### config.mk
export PLATFORM = sky130hd
export DESIGN_NAME = undo_redo_history_ring
export DESIGN_NICKNAME = d
export VERILOG_FILES = /design/src/design/urh_pkg.sv /design/src/design/urh_store.sv /design/src/design/urh_alu.sv /design/src/design/undo_redo_history_ring.sv
export SDC_FILE = /design/constraint.sdc
export NUM_CORES = 2
export LEC_CHECK = 0
export ABC_AREA = 1
export BUFFER_PORTS_ARGS = -buffer_cell sky130_fd_sc_hd__buf_2
export CAP_MARGIN = 20
export CELL_PAD_IN_SITES_DETAIL_PLACEMENT = 0
export CELL_PAD_IN_SITES_GLOBAL_PLACEMENT = 2
export CORE_MARGIN = 2
export CORE_UTILIZATION = 44
export DETAILED_ROUTE_END_ITERATION = 8
export PLACE_DENSITY_LB_ADDON = 0.1
export SKIP_CTS_REPAIR_TIMING = 1
export SYNTH_ARGS = -nofsm -noshare
export SYNTH_HDL_FRONTEND = slang
export SYNTH_HIERARCHICAL = 1
export SYNTH_SLANG_ARGS = --single-unit
### constraint.sdc
create_clock -name clk -period 14.4 [get_ports clk]
set_input_delay 2.88 -clock clk [delete_from_list [all_inputs] [get_ports clk]]
set_output_delay 2.88 -clock clk [all_outputs]
set_load 0.005 [all_outputs]
### src/design/urh_pkg.sv
// ============================================================================
// urh_pkg - shared types and constants of the undo/redo history ring
// Request codes, sequencer states, field widths and the register map.
// ============================================================================
`default_nettype none

package urh_pkg;

	localparam int TAG_W   = 16;
	localparam int SIZE_W  = 16;
	localparam int CAP_W   = 24;
	localparam int TOTAL_W = 25;	// capacity plus one entry before eviction
	localparam int EDIT_W  = 32;
	localparam int PADDR_W = 3;

	localparam logic [PADDR_W-1:0] CAP_ADDR  = 3'd0;
	localparam logic [CAP_W-1:0]   CAP_RESET = 24'd65536;

	typedef enum logic [1:0] {
		REQ_COMMIT = 2'd0,
		REQ_UNDO   = 2'd1,
		REQ_REDO   = 2'd2,
		REQ_CLEAR  = 2'd3
	} req_t;

	typedef enum logic [3:0] {
		ST_IDLE,
		ST_DROP_CHK,
		ST_DROP_SUB,
		ST_FULL_SUB,
		ST_APPEND,
		ST_EVICT_CHK,
		ST_EVICT_SUB,
		ST_REST_RD,
		ST_REST_OUT,
		ST_DONE
	} state_t;

	// control of the shared byte-total unit
	typedef struct packed {
		logic sel_rd;	// operand from store read data, else committed size
		logic sub;	// subtract, else add
	} alu_ctl_t;

endpackage

`default_nettype wire

### src/design/urh_store.sv
// ============================================================================
// urh_store - entry memory of the history ring
// One tag/size word per slot; one address, write or registered read.
// ============================================================================
`default_nettype none

module urh_store #(
	parameter int DEPTH = 64,
	parameter int AW    = 6,
	parameter int DW    = 32
) (
	input  wire logic          clk,
	input  wire logic          we,
	input  wire logic [AW-1:0] addr,
	input  wire logic [DW-1:0] wdata,
	output logic      [DW-1:0] rdata_q
);

	logic [DW-1:0] mem [DEPTH];

	always_ff @(posedge clk) begin
		if (we) begin
			mem[addr] <= wdata;
		end
		rdata_q <= mem[addr];
	end

endmodule

`default_nettype wire

### src/design/urh_alu.sv
// ============================================================================
// urh_alu - shared byte-total unit
// Adds or subtracts one entry size and compares the total with capacity.
// ============================================================================
`default_nettype none

module urh_alu (
	input  wire urh_pkg::alu_ctl_t               ctl,
	input  wire logic [urh_pkg::TOTAL_W-1:0]     total,
	input  wire logic [urh_pkg::SIZE_W-1:0]      rd_size,
	input  wire logic [urh_pkg::SIZE_W-1:0]      new_size,
	input  wire logic [urh_pkg::CAP_W-1:0]       cap,
	output logic      [urh_pkg::TOTAL_W-1:0]     result,
	output logic                                 over
);

	logic [urh_pkg::TOTAL_W-1:0] operand;

	always_comb begin
		operand = ctl.sel_rd ? urh_pkg::TOTAL_W'(rd_size) : urh_pkg::TOTAL_W'(new_size);
		result  = ctl.sub ? (total - operand) : (total + operand);
		over    = total > urh_pkg::TOTAL_W'(cap);
	end

endmodule

`default_nettype wire

### src/design/undo_redo_history_ring.sv
// ============================================================================
// undo_redo_history_ring - byte-budgeted undo/redo history
// Sequencer, state registers and APB register port around the entry store.
// ============================================================================
// An item is taken when start is high and busy is low; busy then stays high
// until its result has been shown. Every item gives exactly one result, held
// on the result ports for the single cycle in which done is high; there is no
// way to hold it off, so sample it then. A commit drops every redoable entry,
// evicts the oldest entry when the ring is full, appends the new entry and
// evicts oldest entries while over budget. In the drop and evict loops each
// step reads one size from the single-port entry store (registered read) and
// then runs it through the one shared add/subtract unit; the full-ring
// eviction reads its size during the drop check, so it needs no read step of
// its own. The store itself has no reset; only data of held entries is ever
// used. capacity_bytes lives at byte address 0 and should be written only
// while busy is low.
// ============================================================================
`default_nettype none

module undo_redo_history_ring #(
	parameter int HISTORY_DEPTH = 64
) (
	input  wire logic                                  clk,
	input  wire logic                                  arst_n,
	// command channel
	input  wire logic                                  start,
	output logic                                       busy,
	input  wire logic [1:0]                            req_type,
	input  wire logic [urh_pkg::TAG_W-1:0]             entry_tag,
	input  wire logic [urh_pkg::SIZE_W-1:0]            entry_size,
	// result channel
	output logic                                       done,
	output logic                                       restore_valid,
	output logic                                       restore_is_redo,
	output logic [urh_pkg::TAG_W-1:0]                  restore_tag,
	output logic [urh_pkg::SIZE_W-1:0]                 restore_size,
	output logic [urh_pkg::CAP_W-1:0]                  bytes_held,
	output logic [$clog2(HISTORY_DEPTH+1)-1:0]         entries_held,
	output logic [$clog2(HISTORY_DEPTH+1)-1:0]         undo_depth,
	output logic [urh_pkg::EDIT_W-1:0]                 edit_count,
	// register port
	input  wire logic                                  psel,
	input  wire logic                                  penable,
	input  wire logic                                  pwrite,
	input  wire logic [urh_pkg::PADDR_W-1:0]           paddr,
	input  wire logic [31:0]                           pwdata,
	output logic [31:0]                                prdata,
	output logic                                       pready
);

	localparam int IW = $clog2(HISTORY_DEPTH);	// slot index
	localparam int CW = $clog2(HISTORY_DEPTH + 1);	// entry count
	localparam int SW = IW + 1;			// slot sum before wrap
	localparam int DW = urh_pkg::TAG_W + urh_pkg::SIZE_W;

	urh_pkg::state_t state_q, state_nxt;

	logic [urh_pkg::CAP_W-1:0]   cap_q;
	logic [IW-1:0]               oldest_q;
	logic [CW-1:0]               count_q;
	logic [CW-1:0]               undone_q;
	logic [urh_pkg::TOTAL_W-1:0] total_q;
	logic [urh_pkg::EDIT_W-1:0]  edit_q;

	// latched item and restore result
	urh_pkg::req_t               req_q;
	logic [urh_pkg::TAG_W-1:0]   tag_q;
	logic [urh_pkg::SIZE_W-1:0]  size_q;
	logic                        rest_valid_q;
	logic                        rest_redo_q;
	logic [urh_pkg::TAG_W-1:0]   rest_tag_q;
	logic [urh_pkg::SIZE_W-1:0]  rest_size_q;

	logic                        accept;
	urh_pkg::req_t               req_in;
	logic                        cfg_wr;

	logic [CW-1:0]               pos_c;
	logic [SW-1:0]               sum_c;
	logic [SW-1:0]               slot_c;
	logic [IW-1:0]               addr_c;
	logic                        mem_we;
	logic [DW-1:0]               rd_data;
	urh_pkg::alu_ctl_t           alu_ctl;
	logic [urh_pkg::TOTAL_W-1:0] alu_res;
	logic                        alu_over;
	logic [IW-1:0]               oldest_inc;

	assign accept = start && !busy;
	assign req_in = urh_pkg::req_t'(req_type);
	assign cfg_wr = psel && penable && pwrite && pready;

	// ---------------------------------------------------------------- store
	urh_store #(
		.DEPTH (HISTORY_DEPTH),
		.AW    (IW),
		.DW    (DW)
	) u_store (
		.clk     (clk),
		.we      (mem_we),
		.addr    (addr_c),
		.wdata   ({tag_q, size_q}),
		.rdata_q (rd_data)
	);

	// --------------------------------------------------- shared byte unit
	urh_alu u_alu (
		.ctl      (alu_ctl),
		.total    (total_q),
		.rd_size  (rd_data[urh_pkg::SIZE_W-1:0]),
		.new_size (size_q),
		.cap      (cap_q),
		.result   (alu_res),
		.over     (alu_over)
	);

	// logical position -> physical slot, oldest entry is position 0
	always_comb begin
		sum_c  = SW'(oldest_q) + SW'(pos_c);
		slot_c = (sum_c >= SW'(HISTORY_DEPTH)) ? (sum_c - SW'(HISTORY_DEPTH)) : sum_c;
		addr_c = slot_c[IW-1:0];
		oldest_inc = (oldest_q == IW'(HISTORY_DEPTH - 1)) ? '0 : (oldest_q + 1'b1);
	end

	// ----------------------------------------------------------- next state
	always_comb begin
		state_nxt = state_q;
		unique case (state_q)
			urh_pkg::ST_IDLE: begin
				if (accept) begin
					unique case (req_in)
						urh_pkg::REQ_COMMIT:
							state_nxt = (entry_size != '0) ? urh_pkg::ST_DROP_CHK
							                              : urh_pkg::ST_DONE;
						urh_pkg::REQ_UNDO:
							state_nxt = (undone_q < count_q) ? urh_pkg::ST_REST_RD
							                                 : urh_pkg::ST_DONE;
						urh_pkg::REQ_REDO:
							state_nxt = (undone_q != '0) ? urh_pkg::ST_REST_RD
							                             : urh_pkg::ST_DONE;
						urh_pkg::REQ_CLEAR:
							state_nxt = urh_pkg::ST_DONE;
						default:
							state_nxt = urh_pkg::ST_DONE;
					endcase
				end
			end
			urh_pkg::ST_DROP_CHK: begin
				if (undone_q != '0) begin
					state_nxt = urh_pkg::ST_DROP_SUB;
				end else if (count_q == CW'(HISTORY_DEPTH)) begin
					state_nxt = urh_pkg::ST_FULL_SUB;
				end else begin
					state_nxt = urh_pkg::ST_APPEND;
				end
			end
			urh_pkg::ST_DROP_SUB:  state_nxt = urh_pkg::ST_DROP_CHK;
			urh_pkg::ST_FULL_SUB:  state_nxt = urh_pkg::ST_APPEND;
			urh_pkg::ST_APPEND:    state_nxt = urh_pkg::ST_EVICT_CHK;
			urh_pkg::ST_EVICT_CHK: begin
				if (alu_over && (count_q != '0)) begin
					state_nxt = urh_pkg::ST_EVICT_SUB;
				end else begin
					state_nxt = urh_pkg::ST_DONE;
				end
			end
			urh_pkg::ST_EVICT_SUB: state_nxt = urh_pkg::ST_EVICT_CHK;
			urh_pkg::ST_REST_RD:   state_nxt = urh_pkg::ST_REST_OUT;
			urh_pkg::ST_REST_OUT:  state_nxt = urh_pkg::ST_DONE;
			urh_pkg::ST_DONE:      state_nxt = urh_pkg::ST_IDLE;
			default:               state_nxt = urh_pkg::ST_IDLE;
		endcase
	end

	// -------------------------------------------------------------- outputs
	always_comb begin
		busy           = (state_q != urh_pkg::ST_IDLE);
		done           = (state_q == urh_pkg::ST_DONE);
		mem_we         = 1'b0;
		pos_c          = '0;	// oldest entry unless noted
		alu_ctl.sel_rd = 1'b1;
		alu_ctl.sub    = 1'b1;
		unique case (state_q)
			urh_pkg::ST_DROP_CHK: begin
				// newest entry when dropping, else oldest for a full ring
				if (undone_q != '0) begin
					pos_c = count_q - 1'b1;
				end
			end
			urh_pkg::ST_APPEND: begin
				pos_c          = count_q;
				mem_we         = 1'b1;
				alu_ctl.sel_rd = 1'b0;
				alu_ctl.sub    = 1'b0;
			end
			urh_pkg::ST_REST_RD: begin
				// undo already advanced undone; redo reads before stepping
				pos_c = count_q - undone_q;
			end
			default: begin
			end
		endcase
	end

	// ------------------------------------------------------ control state
	always_ff @(posedge clk or negedge arst_n) begin
		if (!arst_n) begin
			state_q  <= urh_pkg::ST_IDLE;
			cap_q    <= urh_pkg::CAP_RESET;
			oldest_q <= '0;
			count_q  <= '0;
			undone_q <= '0;
			total_q  <= '0;
			edit_q   <= '0;
		end else begin
			state_q <= state_nxt;
			if (cfg_wr && (paddr == urh_pkg::CAP_ADDR)) begin
				cap_q <= pwdata[urh_pkg::CAP_W-1:0];
			end
			unique case (state_q)
				urh_pkg::ST_IDLE: begin
					if (accept) begin
						unique case (req_in)
							urh_pkg::REQ_COMMIT: begin
								// every redoable entry goes, each one an edit undone
								if (entry_size != '0) begin
									edit_q <= edit_q - urh_pkg::EDIT_W'(undone_q) + 1'b1;
								end
							end
							urh_pkg::REQ_UNDO: begin
								if (undone_q < count_q) begin
									undone_q <= undone_q + 1'b1;
								end
							end
							urh_pkg::REQ_REDO: begin
							end
							urh_pkg::REQ_CLEAR: begin
								oldest_q <= '0;
								count_q  <= '0;
								undone_q <= '0;
								total_q  <= '0;
								edit_q   <= '0;
							end
							default: begin
							end
						endcase
					end
				end
				urh_pkg::ST_DROP_SUB: begin
					total_q  <= alu_res;
					count_q  <= count_q - 1'b1;
					undone_q <= undone_q - 1'b1;
				end
				urh_pkg::ST_FULL_SUB, urh_pkg::ST_EVICT_SUB: begin
					total_q  <= alu_res;
					count_q  <= count_q - 1'b1;
					oldest_q <= oldest_inc;
				end
				urh_pkg::ST_APPEND: begin
					total_q <= alu_res;
					count_q <= count_q + 1'b1;
				end
				urh_pkg::ST_REST_OUT: begin
					if (req_q == urh_pkg::REQ_REDO) begin
						undone_q <= undone_q - 1'b1;
					end
				end
				default: begin
				end
			endcase
		end
	end

	// ------------------------------------------------ item and result data
	always_ff @(posedge clk) begin
		if (accept) begin
			req_q        <= req_in;
			tag_q        <= entry_tag;
			size_q       <= entry_size;
			rest_valid_q <= 1'b0;
			rest_redo_q  <= 1'b0;
			rest_tag_q   <= '0;
			rest_size_q  <= '0;
		end else if (state_q == urh_pkg::ST_REST_OUT) begin
			rest_valid_q <= 1'b1;
			rest_redo_q  <= (req_q == urh_pkg::REQ_REDO);
			rest_tag_q   <= rd_data[DW-1:urh_pkg::SIZE_W];
			rest_size_q  <= rd_data[urh_pkg::SIZE_W-1:0];
		end
	end

	assign restore_valid   = rest_valid_q;
	assign restore_is_redo = rest_redo_q;
	assign restore_tag     = rest_tag_q;
	assign restore_size    = rest_size_q;
	assign bytes_held      = total_q[urh_pkg::CAP_W-1:0];
	assign entries_held    = count_q;
	assign undo_depth      = undone_q;
	assign edit_count      = edit_q;

	// register port: always ready, one register
	assign pready = 1'b1;
	assign prdata = (paddr == urh_pkg::CAP_ADDR) ? 32'(cap_q) : '0;

`ifndef SYNTHESIS
	a_undone_le_count: assert property (@(posedge clk) disable iff (!arst_n)
		undone_q <= count_q)
		else $error("undone entries exceed held entries");

	a_count_le_depth: assert property (@(posedge clk) disable iff (!arst_n)
		count_q <= CW'(HISTORY_DEPTH))
		else $error("entry count exceeds ring depth");

	a_done_single: assert property (@(posedge clk) disable iff (!arst_n)
		done |=> !done && !busy)
		else $error("result strobe longer than one cycle");

	a_accept_busy: assert property (@(posedge clk) disable iff (!arst_n)
		accept |=> busy)
		else $error("item accepted without going busy");

	// an empty commit evicts nothing, so a lowered budget may still be exceeded
	a_commit_budget: assert property (@(posedge clk) disable iff (!arst_n)
		(done && (req_q == urh_pkg::REQ_COMMIT) && (size_q != '0))
		|-> (total_q <= urh_pkg::TOTAL_W'(cap_q)))
		else $error("commit finished over byte budget");

	a_redo_steps: assert property (@(posedge clk) disable iff (!arst_n)
		(state_q == urh_pkg::ST_REST_OUT && req_q == urh_pkg::REQ_REDO)
		|=> (undone_q == $past(undone_q) - 1'b1))
		else $error("redo did not step position forward");
`endif

endmodule

`default_nettype wire

; ---- Word-level counts from Yosys, hierarchy flattened
; Memories as Yosys holds them, arrays and structs flattened. A register that Yosys moved wholly into a read port is not among the register bits.
; Cells that the tools add are included.
[word_totals]
memories = 1
wordCells = 114
ramBits = 2048
reg_bits = 173
out_inout_bits = 139
in_bits = 75
[memory_table]
columns = memory, words, width, read_ports, rd_clocked_by_memory_dff, wr, line_no
row1 = u_store.mem, 64, 32, 1, 1, 1, urh_store.sv:19  ; logic [DW-1:0] mem [DEPTH];
[classes]
reduce_logical = 27
order_cmp = 3
muxes = 36
n_addsub = 12
n_eq_ne = 21
[ops]
columns = op, n
row1 = two-way mux 25 bit, 3
row2 = case mux 32 bit (2 select lines), 1
row3 = case mux 7 bit (3 select lines), 3
row4 = case mux 25 bit (2 select lines), 1
row5 = two-way mux 7 bit, 6
row6 = adder 32 x 1 -> 32 bit (second input constant), 1
row7 = two-way mux 32 bit, 1
row8 = case mux 4 bit (8 select lines), 1
row9 = subtractor 32 x 7 -> 32 bit, 1
row10 = adder 25 bit, 1
row11 = > comparator 25 x 24 -> 1 bit, 1
row12 = subtractor 25 bit, 1
row13 = two-way mux 24 bit, 1
row14 = two-way mux 6 bit, 4
row15 = two-way mux 4 bit, 5
row16 = equality test 4 x 3 -> 1 bit (second input constant), 4
row17 = two-way mux 16 bit, 1
row18 = case mux 4 bit (4 select lines), 1
row19 = nonzero test 16 bit, 1
row20 = adder 7 x 1 -> 7 bit (second input constant), 2
row21 = case mux 7 bit (2 select lines), 1
row22 = nonzero test 7 bit, 2
row23 = subtractor 7 x 1 -> 7 bit (second input constant), 2
row24 = case mux 6 bit (2 select lines), 1
row25 = other kinds (34), 53

; ---- Depth between registers and ports, before layout
[depth]
word_depth = 6
mapped_depth = 29
mapped_depth_nobuf = 27

; ---- Modules after synthesis
; Netlist, hierarchy kept.
[by_module_without_submodules]
columns = mod, seq_area_each_um2, cells_per_inst, area_per_inst_um2, n_inst
row1 = urh_store, 62139.6, 8440, 86503.0, 1
row2 = undo_redo_history_ring, 4330.4, 1356, 10258.6, 1
row3 = urh_alu, 0.0, 578, 3016.6, 1

; ---- Worst setup path before layout
; No wires, ideal clock.
[synth_path]
path_kind = in2out
startpoint = input paddr[1] (netlist bit)
endpoint = output prdata[10]
t_arrival_ns = 3.707
n_path_buf = 2
slack_ns = 7.813
stages = 4
t_required_ns = 11.520
cell_sequence = or3_1 -> clkbuf_1 -> clkbuf_1 -> nor2_1
[synth_between]
elab_chain_cells = 2
[synth_lines]
columns = item, line_no
row1 = "start, declared", undo_redo_history_ring.sv:45  ; input wire logic [urh_pkg::PADDR_W-1:0] paddr,
row2 = zero test 3 bit, undo_redo_history_ring.sv:303  ; assign prdata = (paddr == urh_pkg::CAP_ADDR) ? 32'(cap_q) : '0;
row3 = two-way mux 24 bit, undo_redo_history_ring.sv:303
row4 = "end, declared", undo_redo_history_ring.sv:47  ; output logic [31:0] prdata,
; No other way between the ends.

; ---- Final worst setup path
[layout_path]
startpoint = register undone_q[0], in the netlist undo_depth[0]
endpoint = register u_store.rdata_q[1], read port of u_store.mem
[layout_between]
elab_chain_cells = 6
elab_cells_between_ends = 8
cone_classes = add/sub: 3 / order compare: 1 / mux: 3 / reduce/logical: 1
[layout_lines]
columns = item, line_no
row1 = "start, declared", undo_redo_history_ring.sv:61  ; logic [CW-1:0] undone_q;
row2 = "start signal, assigned", undo_redo_history_ring.sv:232  ; undone_q <= undone_q + 1'b1;
row3 = "start signal, assigned", undo_redo_history_ring.sv:252  ; undone_q <= undone_q - 1'b1;
row4 = "start signal, assigned", undo_redo_history_ring.sv:265  ; undone_q <= undone_q - 1'b1;
row5 = "parallel branches: the longest is 2 deep, another holds subtractor 7 bit", --
row6 = case mux 7 bit (3 select lines) (*), undo_redo_history_ring.sv:183  ; unique case (state_q)
row7 = adder 6 x 7 -> 7 bit (*), undo_redo_history_ring.sv:119  ; sum_c = SW'(oldest_q) + SW'(pos_c);
row8 = subtractor 6 x 1 -> 6 bit / greater-or-equal comparator 7 bit (equally long branches), undo_redo_history_ring.sv:120  ; slot_c = (sum_c >= SW'(HISTORY_DEPTH)) ? (sum_c - SW'(HISTORY_DEPTH)) : sum_c;
row9 = two-way mux 6 bit (*), undo_redo_history_ring.sv:120
row10 = net slot_c[1], undo_redo_history_ring.sv:80  ; logic [SW-1:0] slot_c;
row11 = "end, declared", urh_store.sv:16  ; output logic [DW-1:0] rdata_q
; Mark *: on every way through the listed nets, which the timed path passes.
; A chain may end at the register's enable or synchronous reset.

==> impl_metrics.yaml <==
yosys:
  yosysWarnings: 6
  yosys.area.top_type: "edfxtp_1"
  synth_edf_count: 2082
  synth_area_mm2: 0.0998
  yosysSeqAreaShare_pct: 66.6
  async_reset_ff_share_pct: 4.66
  netlist_top_cells_area: "edfxtp_1, nand2_1, dfrtp_1, dfxtp_1, ha_1"
  synth_flop_cell: "edfxtp_1"
  synth-seq-cells: 2253
  syn_avg_cell_area_um2: 9.62
  yosysTopAreaCellShare_pct: 62.7
  syn_inst: 10400
  synth.distinct_cells: 55
clock_network:
  clk_pin_slew_ns: 0.07
  cts_buffers: 241
  htreeDepth: 4
  root_buffer: "clkbuf_16"
  cts.sinks: 2253
  clock_latency_ns: 0.89
  cts_tree: "built"
  clk_path_buf_depth: 3
route:
  route.vias.total: 70100
  drc_errors: 0
  drt-initial-drc-count: 6454
  drt-total-wl_mm: 319
  antenna_left: 0
  dr.pass1.iters: 6
  wl_per_cell_um: 23.2
  via_per_inst: 5.11
final_layout:
  fin_area_mm2: 0.112
  fillers: 20700
  nets: 10700
  area_growth_syn_to_layout_pct: 12.4
  drive_above_1_share_pct: 8.06
global_route:
  top_usage_layer: "met2"
  grt_start_max_net_pins: 167
  globalRoute.totalOverflow: 0
  track_usage_pct: 27.3
  grtUsageMet1_pct: 36.9
  met3_usage_pct: 3.61
  grt_pass1_vias: 65700
  antenna_found_initial: 27
  grt_pass1_wl_mm: 458
  grtUsageMet2_pct: 45.7
critical_path:
  crit_fanout: 65
  end_kind: "flop"
  path_class: "reg2reg"
  worstSetupStartpointType: "flop"
  worstReg2RegStart: "undo_depth[0]"
  crit_required_ns: 15.21
  critPathArrivalTime_ns: 7.94
  rrSetupSlack_ns: 7.27
  reg2reg_depth: 21
  regToRegEndpoint: "u_store/rdata_q[1]"
timing:
  finClkSkew_ns: 0.0348
  period_needed_ns: 7.13
  finalHoldViolations: 0
  setup_viol: 0
  setup_slack_ns: 7.27
  drv_slew: 0
  fmaxAchievable_ghz: 0.140
  rsz0062_at_grt: "false"
  worst_slew_pin_slew_ns: 1.13
  fin_setup_tns_ns: 0
  whs_ns: 0.457
  min_period_over_period_pct: 49.5
  slew_headroom_pct: 24.6
worst_hold_path:
  hold_depth: 2
  holdPathEnd: "restore_size[2]"
  hp-class: "reg2reg"
  worstHoldStart: "u_store/rdata_q[2]"
status:
  status: "finished, final reports clean"
placed_design:
  post_dp_cell_area_mm2: 0.104
  gp_congestion: 0.882
  dp_hpwl_mm: 178
  portBuffers: 196
  post-place-ws_ns: 7.30
floorplanning:
  rows: 174
  ios: 214
  start_util_pct: 44.3
  die_height_um: 480
  fp.coreArea_mm2: 0.225
  dieArea_mm2: 0.231
  die_x_um: 480
job:
  max_cap_violations: 0
flip-flops by register name, summed over array words and instances, names as in the netlist, 2 cells and up:
name / cells
state_q: 4
restore_tag: 16
undo_depth: 7
u_store/mem: 2048
entries_held: 7
oldest_q: 6
cap_q: 24
restore_size: 16
u_store/rdata_q: 32
req_q: 2
edit_count: 32
tag_q: 16
total_q: 25
size_q: 16
cell type report:
class	instances	area (um^2)	area share, %
clock buffers	302	6490	5.79
inverters	338	1300	1.16
clock inverters	154	1570	1.40
flip-flops and latches	2253	66500	59.3
diodes	2	5.00	0.00446
repair buffers	367	2340	2.09
multi-input cells	7300	30200	27.0
well taps	2992	3740	3.34
placed cells by master, fill, tap and decap left out, types with 86 or more instances in the layout:
master / instances
a21oi_1: 122
nand3_1: 111
o21ai_0: 86
buf_2: 195
nor2_1: 232
inv_1: 314
edfxtp_1: 2082
dfrtp_1: 104
ha_1: 102
nand2_1: 6337
clkbuf_16: 248
buf_4: 166
worst max-delay path, stage by stage (launching register included):
cell	delay, ns
dfrtp_1	0.50
inv_1	0.23
ha_1	0.25
nand3_1	0.15
nor3_2	0.31
nor2_1	0.21
nand2_1	0.10
o221ai_1	0.21
ha_4	0.26
fa_4	0.93
inv_8	0.43
buf_4	0.58
buf_4	0.90
buf_4	0.88
nand2_1	0.13
nand2_1	0.10
nand2_1	0.05
nand2_1	0.10
nand2_1	0.09
nand2_1	0.34
nor2_1	0.09
nand2_1	0.07
worst max path at each step:
stage / to / depth (start not counted) / start
2_1_floorplan: prdata[10] / 4 / paddr[1]
3_3_place_gp: u_store/mem[11][2] / 14 / undo_depth[0]
3_5_place_dp: prdata[9] / 4 / paddr[1]
4_1_cts: u_store/mem[42][30] / 14 / undo_depth[0]
5_1_grt: u_store/rdata_q[0] / 21 / undo_depth[0]
6_report: u_store/rdata_q[1] / 21 / undo_depth[0]
logic make-up after synthesis:
group	after synthesis	synth area share [%]
simple gates	6853	26.3
flops	2253	66.6
buf+inv	828	3.69
compound gates	282	1.61
fa+ha+maj	107	1.37
xor+xnor	49	0.430
other cells	2	0.00753
synth_stat cells, types with 3 or more instances:
master    count
nand3_1     116
fa_1          4
buf_2       256
nand2_2      12
nand2_1    6337
xnor2_1      18
edfxtp_1   2082
a21oi_1     122
a21o_1        4
o21bai_1      3
nor2_1      295
inv_1       314
nand2_4       3
dfxtp_1      66
clkbuf_1    150
nor2_4        4
dfrtp_1     104
nand3_2       3
inv_2        20
buf_6        11
or2_2        10
o21ai_0      86
nand4_1      22
nand3b_1      5
o22ai_1       3
nor3_2        9
o21a_1        4
and2_1        3
nor3_1       20
buf_1        28
buf_4        45
nor2_2        8
o211ai_1      8
xor2_1       31
a31oi_1       3
o21ai_1      12
ha_1        103
a22o_1       28
metrics by stage:
step	std cells	util, %
after global placement	13300	46.2
after floorplan	10400	-
final	13700	49.8
after detailed placement	13300	46.2
after CTS	13700	49.8
after global routing	13700	49.8
layer usage:
| metal | part of all wire [%] | vias up |
|---|---|---|
| met1 | 43 | 33900 |
| met3 | 5.8 | 444 |
| li1 | - | 33700 |
| met4 | 3.5 | 4 |
| met5 | 0.0078 | - |
| met2 | 48 | 1982 |
Power is left out: the tool's default activity adds up to more than one toggle a clock period on the data nets, which glitch-free logic cannot reach.
